`config.mk`:
```
export PLATFORM = sky130hd
export DESIGN_NAME = format_specifier_parser
export DESIGN_NICKNAME = d
export VERILOG_FILES = /design/src/design/fsp_pkg.sv /design/src/design/fsp_core.sv /design/src/design/format_specifier_parser.sv
export SDC_FILE = /design/constraint.sdc
export NUM_CORES = 1
export LEC_CHECK = 0
export BUFFER_PORTS_ARGS = -buffer_cell sky130_fd_sc_hd__buf_4
export CORE_UTILIZATION = 55
export DETAILED_ROUTE_END_ITERATION = 16
export GPL_TIMING_DRIVEN = 0
export PLACE_DENSITY = 0.85
export SYNTH_ARGS = -nofsm -noshare
export SYNTH_HDL_FRONTEND = slang
export SYNTH_SLANG_ARGS = --single-unit
```
`constraint.sdc`:
```
create_clock -name clk_i -period 14.6 [get_ports clk_i]
set_clock_uncertainty 0.15 [all_clocks]
set_input_delay 1.46 -clock clk_i [delete_from_list [all_inputs] [get_ports clk_i]]
set_output_delay 1.46 -clock clk_i [all_outputs]
set_load 0.005 [all_outputs]
```
`src/design/fsp_pkg.sv`:
```
// ----------------------------------------------------------------------------
// fsp_pkg
// Types and constants shared by the format specifier parser modules.
// ----------------------------------------------------------------------------
package fsp_pkg;

  // Parser phases. Within one character the parser only ever moves to a
  // phase later in this list, so one ordered pass covers every chain.
  typedef enum logic [4:0] {
    PH_IDLE,
    PH_IDX_START,
    PH_IDX_NUM,
    PH_AFTER_IDX,
    PH_FAST,
    PH_FILL,
    PH_FILL_ALIGN,
    PH_ALIGN,
    PH_FLAGS,
    PH_WIDTH,
    PH_WIDTH_NUM,
    PH_WIDTH_STAR,
    PH_WIDTH_IDX,
    PH_PREC_CHECK,
    PH_PREC,
    PH_PREC_DOT,
    PH_PREC_NUM,
    PH_PREC_STAR,
    PH_PREC_IDX,
    PH_TYPE,
    PH_SKIP
  } phase_e;

  // Record status codes
  localparam logic [1:0] ST_VALID    = 2'd0;
  localparam logic [1:0] ST_INVALID  = 2'd1;
  localparam logic [1:0] ST_NOT_SPEC = 2'd2;

  // Alignment codes
  localparam logic [1:0] ALIGN_LEFT   = 2'd0;
  localparam logic [1:0] ALIGN_CENTER = 2'd1;
  localparam logic [1:0] ALIGN_RIGHT  = 2'd2;

  // Flag masks
  localparam logic [6:0] FLG_ALT      = 7'h01;
  localparam logic [6:0] FLG_UPPER    = 7'h02;
  localparam logic [6:0] FLG_ZERO     = 7'h04;
  localparam logic [6:0] FLG_SIGN     = 7'h08;
  localparam logic [6:0] FLG_SPACE    = 7'h10;
  localparam logic [6:0] FLG_WIDTH_IX = 7'h20;
  localparam logic [6:0] FLG_PREC_IX  = 7'h40;

  // Characters
  localparam logic [7:0] CH_NUL    = 8'h00;
  localparam logic [7:0] CH_SPACE  = 8'h20;
  localparam logic [7:0] CH_BANG   = 8'h21;
  localparam logic [7:0] CH_HASH   = 8'h23;
  localparam logic [7:0] CH_DOLLAR = 8'h24;
  localparam logic [7:0] CH_STAR   = 8'h2A;
  localparam logic [7:0] CH_PLUS   = 8'h2B;
  localparam logic [7:0] CH_DOT    = 8'h2E;
  localparam logic [7:0] CH_ZERO   = 8'h30;
  localparam logic [7:0] CH_NINE   = 8'h39;
  localparam logic [7:0] CH_COLON  = 8'h3A;
  localparam logic [7:0] CH_LT     = 8'h3C;
  localparam logic [7:0] CH_GT     = 8'h3E;
  localparam logic [7:0] CH_UP_A   = 8'h41;
  localparam logic [7:0] CH_UP_Z   = 8'h5A;
  localparam logic [7:0] CH_CARET  = 8'h5E;
  localparam logic [7:0] CH_LO_A   = 8'h61;
  localparam logic [7:0] CH_LO_Z   = 8'h7A;
  localparam logic [7:0] CH_LBRACE = 8'h7B;
  localparam logic [7:0] CH_RBRACE = 8'h7D;

  localparam logic [7:0] MAX_ARGS_RESET = 8'd16;

  // One input character
  typedef struct packed {
    logic [7:0] ch;
    logic       starts_spec;
    logic       new_string;
  } in_t;

  // One parsed record
  typedef struct packed {
    logic [1:0]  status;
    logic [7:0]  arg_slot;
    logic [6:0]  flag_bits;
    logic [15:0] width_value;
    logic [15:0] precision_value;
    logic [1:0]  alignment;
    logic [7:0]  fill;
    logic [11:0] type_offset;
    logic [11:0] type_length;
    logic [11:0] consumed;
    logic [8:0]  args_referenced;
    logic [7:0]  next_implicit;
  } out_t;

  // Fixed-width parser state
  typedef struct packed {
    phase_e      phase;
    logic [7:0]  slot;
    logic [6:0]  flags;
    logic [15:0] width;
    logic [15:0] prec;
    logic [1:0]  align;
    logic [7:0]  fill;
    logic [7:0]  pend;
    logic [7:0]  cna;
    logic [8:0]  cac;
    logic        bseen;
  } spec_t;

endpackage

```
`src/design/fsp_core.sv`:
```
// ----------------------------------------------------------------------------
// fsp_core
// Single-character parse step: next parser state and the optional record.
// ----------------------------------------------------------------------------
module fsp_core #(
  parameter int unsigned POS_BITS = 12,
  parameter int unsigned NUM_BITS = 16
) (
  input  fsp_pkg::in_t          in_i,
  input  logic [7:0]            max_args_i,
  input  fsp_pkg::spec_t        spec_i,
  input  logic [POS_BITS-1:0]   pos_i,
  input  logic [POS_BITS-1:0]   tst_i,
  input  logic [POS_BITS-1:0]   bpos_i,
  input  logic [NUM_BITS-1:0]   acc_i,
  output fsp_pkg::spec_t        spec_o,
  output logic [POS_BITS-1:0]   pos_o,
  output logic [POS_BITS-1:0]   tst_o,
  output logic [POS_BITS-1:0]   bpos_o,
  output logic [NUM_BITS-1:0]   acc_o,
  output logic                  emit_o,
  output fsp_pkg::out_t         res_o
);

  function automatic logic [POS_BITS-1:0] sat_inc(input logic [POS_BITS-1:0] p);
    return (p == {POS_BITS{1'b1}}) ? p : p + POS_BITS'(1);
  endfunction

  function automatic logic [11:0] to12(input logic [POS_BITS-1:0] p);
    logic [31:0] w;
    w = 32'(p);
    return w[11:0];
  endfunction

  logic [7:0]          c;
  logic                is_dig, is_alph, is_algn;
  logic [3:0]          dval;
  logic [NUM_BITS+3:0] acc_wide;
  logic [NUM_BITS-1:0] acc_first, acc_add;
  logic [31:0]         acc32;
  logic [15:0]         acc_cap16;
  logic [7:0]          acc_sat8;

  // digit accumulate: a*10 + d as shift-add, saturating
  always_comb begin
    c         = in_i.ch;
    is_dig    = (c >= fsp_pkg::CH_ZERO) && (c <= fsp_pkg::CH_NINE);
    is_alph   = ((c >= fsp_pkg::CH_LO_A) && (c <= fsp_pkg::CH_LO_Z)) ||
                ((c >= fsp_pkg::CH_UP_A) && (c <= fsp_pkg::CH_UP_Z));
    is_algn   = (c == fsp_pkg::CH_LT) || (c == fsp_pkg::CH_CARET) ||
                (c == fsp_pkg::CH_GT);
    dval      = 4'(c - fsp_pkg::CH_ZERO);
    acc_first = {{(NUM_BITS-4){1'b0}}, dval};
    acc_wide  = {1'b0, acc_i, 3'b000} + {3'b000, acc_i, 1'b0} +
                {{NUM_BITS{1'b0}}, dval};
    acc_add   = (acc_wide[NUM_BITS+3:NUM_BITS] != 4'd0) ? {NUM_BITS{1'b1}}
                                                        : acc_wide[NUM_BITS-1:0];
    acc32     = 32'(acc_i);
    acc_cap16 = (acc32[31:16] != 16'd0) ? 16'hFFFF : acc32[15:0];
    acc_sat8  = (acc32[31:8] != 24'd0) ? 8'hFF : acc32[7:0];
  end

  fsp_pkg::spec_t      s;
  logic [POS_BITS-1:0] pos, tst, bpos, plain_cons;
  logic [NUM_BITS-1:0] acc;
  logic                run, adv, fail_now, valid_now, plain_now, emit;
  logic [1:0]          plain_st;
  logic [15:0]         top;
  logic [16:0]         cand;
  logic [31:0]         len_w;
  fsp_pkg::out_t       res;

  always_comb begin
    s          = spec_i;
    pos        = pos_i;
    tst        = tst_i;
    bpos       = bpos_i;
    acc        = acc_i;
    run        = 1'b0;
    adv        = 1'b0;
    fail_now   = 1'b0;
    valid_now  = 1'b0;
    plain_now  = 1'b0;
    plain_st   = fsp_pkg::ST_INVALID;
    plain_cons = '0;
    emit       = 1'b0;
    top        = '0;
    cand       = '0;
    len_w      = '0;
    res        = '0;

    if (in_i.new_string) begin
      s.cna   = '0;
      s.cac   = '0;
      s.phase = fsp_pkg::PH_IDLE;
    end

    if (in_i.starts_spec) begin
      pos     = '0;
      acc     = '0;
      s.slot  = '0;
      s.flags = '0;
      s.width = '0;
      s.prec  = '0;
      s.align = fsp_pkg::ALIGN_LEFT;
      s.fill  = fsp_pkg::CH_SPACE;
      tst     = '0;
      s.pend  = s.cna;
      s.bseen = 1'b0;
      bpos    = '0;
      if (c != fsp_pkg::CH_LBRACE) begin
        plain_now = 1'b1;
        plain_st  = fsp_pkg::ST_NOT_SPEC;
      end else begin
        s.phase = fsp_pkg::PH_IDX_START;
        pos     = POS_BITS'(1);
      end
    end else begin
      run = (s.phase != fsp_pkg::PH_IDLE);
    end

    // Ordered pass: each block may hand over to a later phase.
    if (run && s.phase == fsp_pkg::PH_IDX_START) begin
      if (c == fsp_pkg::CH_RBRACE) begin
        tst = pos; valid_now = 1'b1; run = 1'b0;
      end else if (c == fsp_pkg::CH_NUL) begin
        fail_now = 1'b1; run = 1'b0;
      end else if (is_dig) begin
        acc = acc_first; s.phase = fsp_pkg::PH_IDX_NUM; adv = 1'b1; run = 1'b0;
      end else if (s.pend >= max_args_i) begin
        fail_now = 1'b1; run = 1'b0;
      end else begin
        s.slot  = s.pend;
        s.pend  = s.pend + 8'd1;
        s.phase = fsp_pkg::PH_AFTER_IDX;
      end
    end

    if (run && s.phase == fsp_pkg::PH_IDX_NUM) begin
      if (is_dig) begin
        acc = acc_add; adv = 1'b1; run = 1'b0;
      end else begin
        s.slot = acc_sat8;
        if (s.slot >= max_args_i) begin
          fail_now = 1'b1; run = 1'b0;
        end else begin
          s.phase = fsp_pkg::PH_AFTER_IDX;
        end
      end
    end

    if (run && s.phase == fsp_pkg::PH_AFTER_IDX) begin
      run = 1'b0;
      if (c == fsp_pkg::CH_RBRACE) begin
        tst = pos; valid_now = 1'b1;
      end else if (c == fsp_pkg::CH_COLON) begin
        s.phase = fsp_pkg::PH_FAST; adv = 1'b1;
      end else begin
        fail_now = 1'b1;
      end
    end

    if (run && s.phase == fsp_pkg::PH_FAST) begin
      if (is_alph || c == fsp_pkg::CH_RBRACE) begin
        tst = pos; s.phase = fsp_pkg::PH_TYPE;
      end else if (c == fsp_pkg::CH_ZERO) begin
        s.phase = fsp_pkg::PH_FLAGS;
      end else if (is_dig) begin
        s.phase = fsp_pkg::PH_WIDTH;
      end else if (c == fsp_pkg::CH_DOT) begin
        s.phase = fsp_pkg::PH_PREC;
      end else if (c == fsp_pkg::CH_NUL) begin
        fail_now = 1'b1; run = 1'b0;
      end else if (c == fsp_pkg::CH_DOLLAR) begin
        s.phase = fsp_pkg::PH_FILL; adv = 1'b1; run = 1'b0;
      end else begin
        s.phase = fsp_pkg::PH_ALIGN;
      end
    end

    if (run && s.phase == fsp_pkg::PH_FILL) begin
      run = 1'b0;
      if (c == fsp_pkg::CH_NUL) begin
        fail_now = 1'b1;
      end else begin
        s.fill = c;
        if (c == fsp_pkg::CH_RBRACE) begin
          s.bseen = 1'b1; bpos = pos;
        end
        s.phase = fsp_pkg::PH_FILL_ALIGN;
        adv     = 1'b1;
      end
    end

    if (run && s.phase == fsp_pkg::PH_FILL_ALIGN) begin
      if (!is_algn) begin
        fail_now = 1'b1; run = 1'b0;
      end else begin
        s.phase = fsp_pkg::PH_ALIGN;
      end
    end

    if (run && s.phase == fsp_pkg::PH_ALIGN) begin
      s.phase = fsp_pkg::PH_FLAGS;
      if (c == fsp_pkg::CH_LT) begin
        s.align = fsp_pkg::ALIGN_LEFT; adv = 1'b1; run = 1'b0;
      end else if (c == fsp_pkg::CH_CARET) begin
        s.align = fsp_pkg::ALIGN_CENTER; adv = 1'b1; run = 1'b0;
      end else if (c == fsp_pkg::CH_GT) begin
        s.align = fsp_pkg::ALIGN_RIGHT; adv = 1'b1; run = 1'b0;
      end
    end

    if (run && s.phase == fsp_pkg::PH_FLAGS) begin
      if (c == fsp_pkg::CH_HASH) begin
        s.flags = s.flags | fsp_pkg::FLG_ALT; adv = 1'b1; run = 1'b0;
      end else if (c == fsp_pkg::CH_BANG) begin
        s.flags = s.flags | fsp_pkg::FLG_UPPER; adv = 1'b1; run = 1'b0;
      end else if (c == fsp_pkg::CH_ZERO) begin
        s.flags = s.flags | fsp_pkg::FLG_ZERO;
        s.fill  = fsp_pkg::CH_ZERO;
        adv = 1'b1; run = 1'b0;
      end else if (c == fsp_pkg::CH_PLUS) begin
        s.flags = s.flags | fsp_pkg::FLG_SIGN; adv = 1'b1; run = 1'b0;
      end else if (c == fsp_pkg::CH_SPACE) begin
        s.flags = s.flags | fsp_pkg::FLG_SPACE; adv = 1'b1; run = 1'b0;
      end else if (c == fsp_pkg::CH_RBRACE) begin
        tst = pos; s.phase = fsp_pkg::PH_TYPE;
      end else if (c == fsp_pkg::CH_NUL) begin
        fail_now = 1'b1; run = 1'b0;
      end else begin
        s.phase = fsp_pkg::PH_WIDTH;
      end
    end

    if (run && s.phase == fsp_pkg::PH_WIDTH) begin
      if (is_dig) begin
        acc = acc_first; s.phase = fsp_pkg::PH_WIDTH_NUM; adv = 1'b1; run = 1'b0;
      end else if (c == fsp_pkg::CH_STAR) begin
        s.phase = fsp_pkg::PH_WIDTH_STAR; adv = 1'b1; run = 1'b0;
      end else begin
        s.phase = fsp_pkg::PH_PREC_CHECK;
      end
    end

    if (run && s.phase == fsp_pkg::PH_WIDTH_NUM) begin
      if (is_dig) begin
        acc = acc_add; adv = 1'b1; run = 1'b0;
      end else begin
        s.width = acc_cap16; s.phase = fsp_pkg::PH_PREC_CHECK;
      end
    end

    if (run && s.phase == fsp_pkg::PH_WIDTH_STAR) begin
      if (c == fsp_pkg::CH_NUL) begin
        fail_now = 1'b1; run = 1'b0;
      end else if (is_dig) begin
        acc = acc_first; s.phase = fsp_pkg::PH_WIDTH_IDX; adv = 1'b1; run = 1'b0;
      end else if (s.pend >= max_args_i) begin
        fail_now = 1'b1; run = 1'b0;
      end else begin
        s.width = {8'd0, s.pend};
        s.pend  = s.pend + 8'd1;
        s.flags = s.flags | fsp_pkg::FLG_WIDTH_IX;
        s.phase = fsp_pkg::PH_PREC_CHECK;
      end
    end

    if (run && s.phase == fsp_pkg::PH_WIDTH_IDX) begin
      if (is_dig) begin
        acc = acc_add; adv = 1'b1; run = 1'b0;
      end else begin
        s.width = acc_cap16;
        s.flags = s.flags | fsp_pkg::FLG_WIDTH_IX;
        if (s.width >= {8'd0, max_args_i}) begin
          fail_now = 1'b1; run = 1'b0;
        end else begin
          s.phase = fsp_pkg::PH_PREC_CHECK;
        end
      end
    end

    if (run && s.phase == fsp_pkg::PH_PREC_CHECK) begin
      if (c == fsp_pkg::CH_RBRACE) begin
        tst = pos; s.phase = fsp_pkg::PH_TYPE;
      end else if (c == fsp_pkg::CH_NUL) begin
        fail_now = 1'b1; run = 1'b0;
      end else begin
        s.phase = fsp_pkg::PH_PREC;
      end
    end

    if (run && s.phase == fsp_pkg::PH_PREC) begin
      if (c == fsp_pkg::CH_DOT) begin
        s.phase = fsp_pkg::PH_PREC_DOT; adv = 1'b1; run = 1'b0;
      end else begin
        tst = pos; s.phase = fsp_pkg::PH_TYPE;
      end
    end

    if (run && s.phase == fsp_pkg::PH_PREC_DOT) begin
      run = 1'b0;
      if (is_dig) begin
        acc = acc_first; s.phase = fsp_pkg::PH_PREC_NUM; adv = 1'b1;
      end else if (c == fsp_pkg::CH_STAR) begin
        s.phase = fsp_pkg::PH_PREC_STAR; adv = 1'b1;
      end else begin
        fail_now = 1'b1;
      end
    end

    if (run && s.phase == fsp_pkg::PH_PREC_NUM) begin
      if (is_dig) begin
        acc = acc_add; adv = 1'b1; run = 1'b0;
      end else begin
        s.prec = acc_cap16; tst = pos; s.phase = fsp_pkg::PH_TYPE;
      end
    end

    if (run && s.phase == fsp_pkg::PH_PREC_STAR) begin
      if (c == fsp_pkg::CH_NUL) begin
        fail_now = 1'b1; run = 1'b0;
      end else if (is_dig) begin
        acc = acc_first; s.phase = fsp_pkg::PH_PREC_IDX; adv = 1'b1; run = 1'b0;
      end else if (s.pend >= max_args_i) begin
        fail_now = 1'b1; run = 1'b0;
      end else begin
        // implicit '*' precision is an argument index
        s.prec  = {8'd0, s.pend};
        s.pend  = s.pend + 8'd1;
        s.flags = s.flags | fsp_pkg::FLG_PREC_IX;
        tst     = pos;
        s.phase = fsp_pkg::PH_TYPE;
      end
    end

    if (run && s.phase == fsp_pkg::PH_PREC_IDX) begin
      if (is_dig) begin
        acc = acc_add; adv = 1'b1; run = 1'b0;
      end else begin
        s.prec  = acc_cap16;
        s.flags = s.flags | fsp_pkg::FLG_PREC_IX;
        if (s.prec >= {8'd0, max_args_i}) begin
          fail_now = 1'b1; run = 1'b0;
        end else begin
          tst = pos; s.phase = fsp_pkg::PH_TYPE;
        end
      end
    end

    if (run && s.phase == fsp_pkg::PH_TYPE) begin
      run = 1'b0;
      if (c == fsp_pkg::CH_RBRACE) begin
        valid_now = 1'b1;
      end else if (c == fsp_pkg::CH_NUL) begin
        fail_now = 1'b1;
      end else begin
        adv = 1'b1;
      end
    end

    if (run && s.phase == fsp_pkg::PH_SKIP) begin
      run = 1'b0;
      if (c == fsp_pkg::CH_RBRACE) begin
        plain_now = 1'b1; plain_cons = sat_inc(pos);
      end else if (c == fsp_pkg::CH_NUL) begin
        plain_now = 1'b1; plain_cons = pos;
      end else begin
        adv = 1'b1;
      end
    end

    // error: close now at a known or current brace or at a NUL, else skip ahead
    if (fail_now) begin
      if (s.bseen) begin
        plain_now = 1'b1; plain_cons = sat_inc(bpos);
      end else if (c == fsp_pkg::CH_RBRACE) begin
        plain_now = 1'b1; plain_cons = sat_inc(pos);
      end else if (c == fsp_pkg::CH_NUL) begin
        plain_now = 1'b1; plain_cons = pos;
      end else begin
        s.phase = fsp_pkg::PH_SKIP;
        adv     = 1'b1;
      end
    end

    if (adv) begin
      pos = sat_inc(pos);
    end

    if (valid_now) begin
      top = {8'd0, s.slot};
      if (((s.flags & fsp_pkg::FLG_WIDTH_IX) != '0) && (s.width > top)) begin
        top = s.width;
      end
      if (((s.flags & fsp_pkg::FLG_PREC_IX) != '0) && (s.prec > top)) begin
        top = s.prec;
      end
      cand = {1'b0, top} + 17'd1;
      if (cand > {8'd0, s.cac}) begin
        s.cac = cand[8:0];
      end
      s.cna   = s.pend;
      len_w   = 32'(pos) - 32'(tst);
      res.status          = fsp_pkg::ST_VALID;
      res.arg_slot        = s.slot;
      res.flag_bits       = s.flags;
      res.width_value     = s.width;
      res.precision_value = s.prec;
      res.alignment       = s.align;
      res.fill            = s.fill;
      res.type_offset     = to12(tst);
      res.type_length     = len_w[11:0];
      res.consumed        = to12(sat_inc(pos));
      res.args_referenced = s.cac;
      res.next_implicit   = s.cna;
      s.phase = fsp_pkg::PH_IDLE;
      emit    = 1'b1;
    end else if (plain_now) begin
      res.status          = plain_st;
      res.consumed        = to12(plain_cons);
      res.args_referenced = s.cac;
      res.next_implicit   = s.cna;
      s.phase = fsp_pkg::PH_IDLE;
      emit    = 1'b1;
    end
  end

  assign spec_o = s;
  assign pos_o  = pos;
  assign tst_o  = tst;
  assign bpos_o = bpos;
  assign acc_o  = acc;
  assign emit_o = emit;
  assign res_o  = res;

endmodule

```
`src/design/format_specifier_parser.sv`:
```
// ----------------------------------------------------------------------------
// format_specifier_parser
// Streaming parser for {[index]:[[$fill]align][flags][width][.precision][type]}
// ----------------------------------------------------------------------------
// Takes one format string character per transfer and returns one record per
// specifier, at its closing brace or at a NUL, or at its first character if
// it is not a specifier: valid (fields, type span, characters consumed),
// invalid (characters to skip) or not a specifier. The implicit argument
// counter and the highest argument referenced are committed only on valid
// specifiers and reported with every record. Throughput is one character per
// clock while no record waits on out_stall_i: a character sits in the input
// register until the parse step updates the parser state and, when the
// character ends a specifier, loads the result register. The loop that fixes
// the rate is the parser state feeding back through the combinational parse
// step (phase walk, decimal shift-add, index compares). A waiting record
// halts the parse step; the input register then takes at most one more
// character and stalls. max_args resets to 16; the user must write it with
// cfg_we_i while no character is in flight, which the block does not enforce.
// ----------------------------------------------------------------------------
module format_specifier_parser #(
  parameter int unsigned POS_BITS = 12,
  parameter int unsigned NUM_BITS = 16
) (
  input  logic          clk_i,
  input  logic          rst_ni,
  // configuration
  input  logic          cfg_we_i,
  input  logic [7:0]    cfg_wdata_i,
  // character input
  input  logic          in_valid_i,
  output logic          in_stall_o,
  input  fsp_pkg::in_t  in_data_i,
  // record output
  output logic          out_valid_o,
  input  logic          out_stall_i,
  output fsp_pkg::out_t out_data_o
);

  logic [7:0] max_args_q;

  // input register
  logic         in_vld_q, in_vld_d;
  fsp_pkg::in_t in_q;

  // output register
  logic          out_vld_q, out_vld_d;
  fsp_pkg::out_t out_q;

  // parser state
  fsp_pkg::spec_t      spec_q, spec_d;
  logic [POS_BITS-1:0] pos_q, pos_d;
  logic [POS_BITS-1:0] tst_q, tst_d;
  logic [POS_BITS-1:0] bpos_q, bpos_d;
  logic [NUM_BITS-1:0] acc_q, acc_d;

  logic          emit;
  fsp_pkg::out_t res;
  logic          out_free, step, in_xfer;

  // Result slot is free when empty or its record transfers this cycle.
  assign out_free   = !out_vld_q || !out_stall_i;
  // Parse the held character whenever its possible record has a place.
  assign step       = in_vld_q && out_free;
  assign in_stall_o = in_vld_q && !out_free;
  assign in_xfer    = in_valid_i && !in_stall_o;

  assign in_vld_d  = in_xfer || (in_vld_q && !step);
  assign out_vld_d = (step && emit) ? 1'b1 : (out_free ? 1'b0 : out_vld_q);

  fsp_core #(
    .POS_BITS (POS_BITS),
    .NUM_BITS (NUM_BITS)
  ) u_core (
    .in_i       (in_q),
    .max_args_i (max_args_q),
    .spec_i     (spec_q),
    .pos_i      (pos_q),
    .tst_i      (tst_q),
    .bpos_i     (bpos_q),
    .acc_i      (acc_q),
    .spec_o     (spec_d),
    .pos_o      (pos_d),
    .tst_o      (tst_d),
    .bpos_o     (bpos_d),
    .acc_o      (acc_d),
    .emit_o     (emit),
    .res_o      (res)
  );

  // Control and parser state
  always_ff @(posedge clk_i or negedge rst_ni) begin
    if (!rst_ni) begin
      max_args_q <= fsp_pkg::MAX_ARGS_RESET;
      in_vld_q   <= 1'b0;
      out_vld_q  <= 1'b0;
      spec_q     <= '{phase: fsp_pkg::PH_IDLE, slot: '0, flags: '0, width: '0,
                      prec: '0, align: fsp_pkg::ALIGN_LEFT,
                      fill: fsp_pkg::CH_SPACE, pend: '0, cna: '0, cac: '0,
                      bseen: 1'b0};
      pos_q      <= '0;
      tst_q      <= '0;
      bpos_q     <= '0;
      acc_q      <= '0;
    end else begin
      if (cfg_we_i) begin
        max_args_q <= cfg_wdata_i;
      end
      in_vld_q  <= in_vld_d;
      out_vld_q <= out_vld_d;
      if (step) begin
        spec_q <= spec_d;
        pos_q  <= pos_d;
        tst_q  <= tst_d;
        bpos_q <= bpos_d;
        acc_q  <= acc_d;
      end
    end
  end

  // Payload registers
  always_ff @(posedge clk_i) begin
    if (in_xfer) begin
      in_q <= in_data_i;
    end
    if (step && emit) begin
      out_q <= res;
    end
  end

  assign out_valid_o = out_vld_q;
  assign out_data_o  = out_q;

endmodule
```
==> results.sh <==
export IMPL_outcome="completed"
export IMPL_power_total_mw=2.53
export IMPL_critPathArrivalTime_ns=14.36
export IMPL_ant_nets=0
export IMPL_syn_to_final_growth_pct=17.0
export IMPL_hpwl_mm=60.5
export IMPL_cpMostUsedCell="ha_1"
export IMPL_place_gp_congestion=1.00
export IMPL_cts_sinks=272
export IMPL_cp_slowest_cell="or4_4"
export IMPL_slew_violations=0
export IMPL_htreeDepth=1
export IMPL_coreArea_um2=36600
export IMPL_grt_max_degree=96
export IMPL_synth_cells=2378
export IMPL_final_util_pct=65.4
export IMPL_synth_cell_types=117
export IMPL_die_h_um=195
export IMPL_p_per_area_nw_per_um2=106
export IMPL_hold_viol=0
export IMPL_wirelength_mm=81.7
export IMPL_min_path_type="flop to flop"
export IMPL_drc=0
export IMPL_die_area_um2=38000
export IMPL_syn_avg_cell_area_um2=8.60
export IMPL_cp_top_family="compound AO/OA/AOI/OAI gates"
export IMPL_ys_warnings_count=0
export IMPL_critPathLaunchType="flop"
export IMPL_row_count=70
export IMPL_antenna_cells=0
export IMPL_grt_overflow_total=0
export IMPL_antenna_found_initial=2
export IMPL_cts_hold_buffers=0
export IMPL_synth_edf_count=122
export IMPL_syn_area_um2=20500
export IMPL_clkLatencyLatePin_ns=0.61
export IMPL_worst_path_max_fanout=10
export IMPL_worst_pin_slew_ns=1.36
export IMPL_layout_drive_gt1_share_pct=15.5
export IMPL_placed_cell_area_um2=22200
export IMPL_cts_root_buffer="clkbuf_16"
export IMPL_peakVddDrop_mv=0.115
export IMPL_ys_seq_elements=272
export IMPL_nets=2728
export IMPL_start_util_pct=55.9
export IMPL_p_leak_nw=10.1
export IMPL_vias_per_cell=6.86
export IMPL_chipWidth_um=195
export IMPL_fmax_mhz=70.4
export IMPL_wl_per_cell_um=26.6
export IMPL_mostFrequentLayoutCell="nand2_1"
export IMPL_grt_pass1_wl_mm=122
export IMPL_synth_ff_type="dfrtp_1"
export IMPL_worstSetupPathType="flop to flop"
export IMPL_max_slew_margin_pct=9.27
export IMPL_cap_violations=0
export IMPL_design_area_um2=23900
export IMPL_setup_violations=0
export IMPL_path_buf_inv=8
export IMPL_end_kind="flop"
export IMPL_clkSlewWorstSetupHoldPaths_ns=0.06
export IMPL_grt_pass1_vias=20000
export IMPL_first_pass_iters=6
export IMPL_required_ns=14.76
export IMPL_grt_usage_pct=42.1
export IMPL_critPathMaxStageDelay_ns=0.66
export IMPL_numPortBuffers=136
export IMPL_pre_cts_ws_ns=-2.71
export IMPL_setup_ws_ns=0.402
export IMPL_io_pins=137
export IMPL_fin_crit_sh_pct=97.2
export IMPL_synth_nets=2526
export IMPL_synth_seq_area_share_pct=36.3
export IMPL_num_vias=21100
export IMPL_first_iter_violations=2654
export IMPL_cts_max_path_buffers=3
export IMPL_cts_buffers=30
export IMPL_async_flop_share_pct=55.1
export IMPL_tritoncts="yes"
export IMPL_final_cell_mix="nand2_1 (337), nor2_1 (213), o21ai_0 (208)"
export IMPL_finalCriticalPeriod_ns=14.20
-- worst paths after layout --
check                      cells past startpoint             startpoint                        to  slack, ns
setup reg to reg                              62      in_q[1]$_DFFE_PP_  out_data_o[12]$_DFFE_PP_       0.40
hold reg to reg                                2  bpos_q[2]$_DFFE_PN0P_     bpos_q[2]$_DFFE_PN0P_       0.33
max in group asynchronous                      2                 rst_ni      acc_q[5]$_DFFE_PN0P_      12.66
hold / removal                                 2  bpos_q[2]$_DFFE_PN0P_     bpos_q[2]$_DFFE_PN0P_       0.33
setup / recovery                              62      in_q[1]$_DFFE_PP_  out_data_o[12]$_DFFE_PP_       0.40
min in group asynchronous                      1                 rst_ni      pos_q[1]$_DFFE_PN0P_       0.67
-- power by group --
| group | internal [mW] | switching (mW) | leakage (nW) |
|---|---|---|---|
| Combinational | 0.264 | 0.499 | 6.33 |
| Clock | 0.512 | 0.361 | 0.535 |
| Sequential | 0.850 | 0.0467 | 3.23 |
| Total | 1.63 | 0.907 | 10.1 |
-- per-layer routing --
| metal | GRT usage (%) | vias up | share of wire, % |
|---|---|---|---|
| met5 | 0 | - | 0 |
| met4 | 19.2 | 0 | 5.1 |
| met3 | 9.02 | 279 | 11 |
| met2 | 64.4 | 1455 | 43 |
| met1 | 57.0 | 10100 | 40 |
| li1 | - | 9211 | - |
-- worst min-delay path, delay by kind of cell, from the launching register on --
family           cells  cell delay [ns]
and+or+nand+nor      2             0.11
DFF                  1             0.34
-- synthesized netlist by cell type (14+ instances only) --
cell / n / area (um2)
nor2_1: 217 / 815
a22oi_1: 35 / 263
buf_1: 14 / 52.6
mux2_2: 26 / 293
xor2_1: 17 / 149
dfrtp_1: 148 / 3700
nand4_1: 25 / 156
a211oi_1: 18 / 135
edfxtp_1: 122 / 3660
xnor2_1: 51 / 447
and2_1: 25 / 156
o31ai_1: 19 / 143
mux2i_1: 35 / 350
nand2_1: 339 / 1270
o21bai_1: 18 / 135
o22ai_1: 23 / 144
a21oi_1: 146 / 731
buf_2: 14 / 70.1
o21a_1: 14 / 105
and3_1: 18 / 113
ha_1: 122 / 1530
a31oi_1: 31 / 194
nand2b_1: 23 / 144
a21o_1: 42 / 315
nand3_1: 58 / 290
nor3_1: 51 / 255
o221ai_1: 17 / 149
inv_1: 89 / 334
nor2b_1: 31 / 194
a22o_1: 19 / 166
o21ai_0: 210 / 1050
clkbuf_1: 86 / 323
o211ai_1: 19 / 143
-- logic make-up (layout without fill, tap and decap cells) --
| family | count (synthesis) | in the layout | share of synthesized area, % |
|---|---|---|---|
| flops | 272 | 272 | 36.3 |
| mux | 62 | 62 | 3.21 |
| buf+inv | 218 | 444 | 4.35 |
| xor+xnor | 68 | 68 | 2.91 |
| compound gates | 756 | 756 | 25.0 |
| fa+ha+maj | 125 | 125 | 7.76 |
| simple gates | 877 | 877 | 20.5 |
-- registers in the layout (all words and copies together), names as in the netlist --
| register | count |
|---|---|
| acc_q | 16 |
| bpos_q | 12 |
| in_q | 10 |
| in_vld_q | 1 |
| max_args_q | 8 |
| out_data_o | 112 |
| out_valid_o | 1 |
| pos_q | 12 |
| spec_q | 88 |
| tst_q | 12 |
-- what timing repair did --
action | CTS | global route
gates resized for setup | 54 | 41
gates cloned | 0 | 0
pin swaps | 12 | 15
endpoints found under the setup margin | 23 | 18
setup buffers | 14 | 17
-- stage by stage --
stage | cells | hold WS (ns) | TNS (ns)
finish | 3072 | 0.332 | 0
global route | 3072 | 0.356 | -0.243
CTS | 3055 | 0.331 | 0
detailed placement | 2986 | 0.318 | -48.28
global placement | 2982 | 0.308 | -614.62
floorplan | 2378 | 0.292 | 0
-- layout make-up --
type,count,area [um2]
flip-flops and latches,272,7420
inverters,91,347
repair buffers,171,1350
plain buffers,126,599
clock buffers,34,776
clock inverters,22,339
fillers,3010,12700
multi-input cells,1888,12500
well taps,468,586
(Power assumes the default switching activity.)
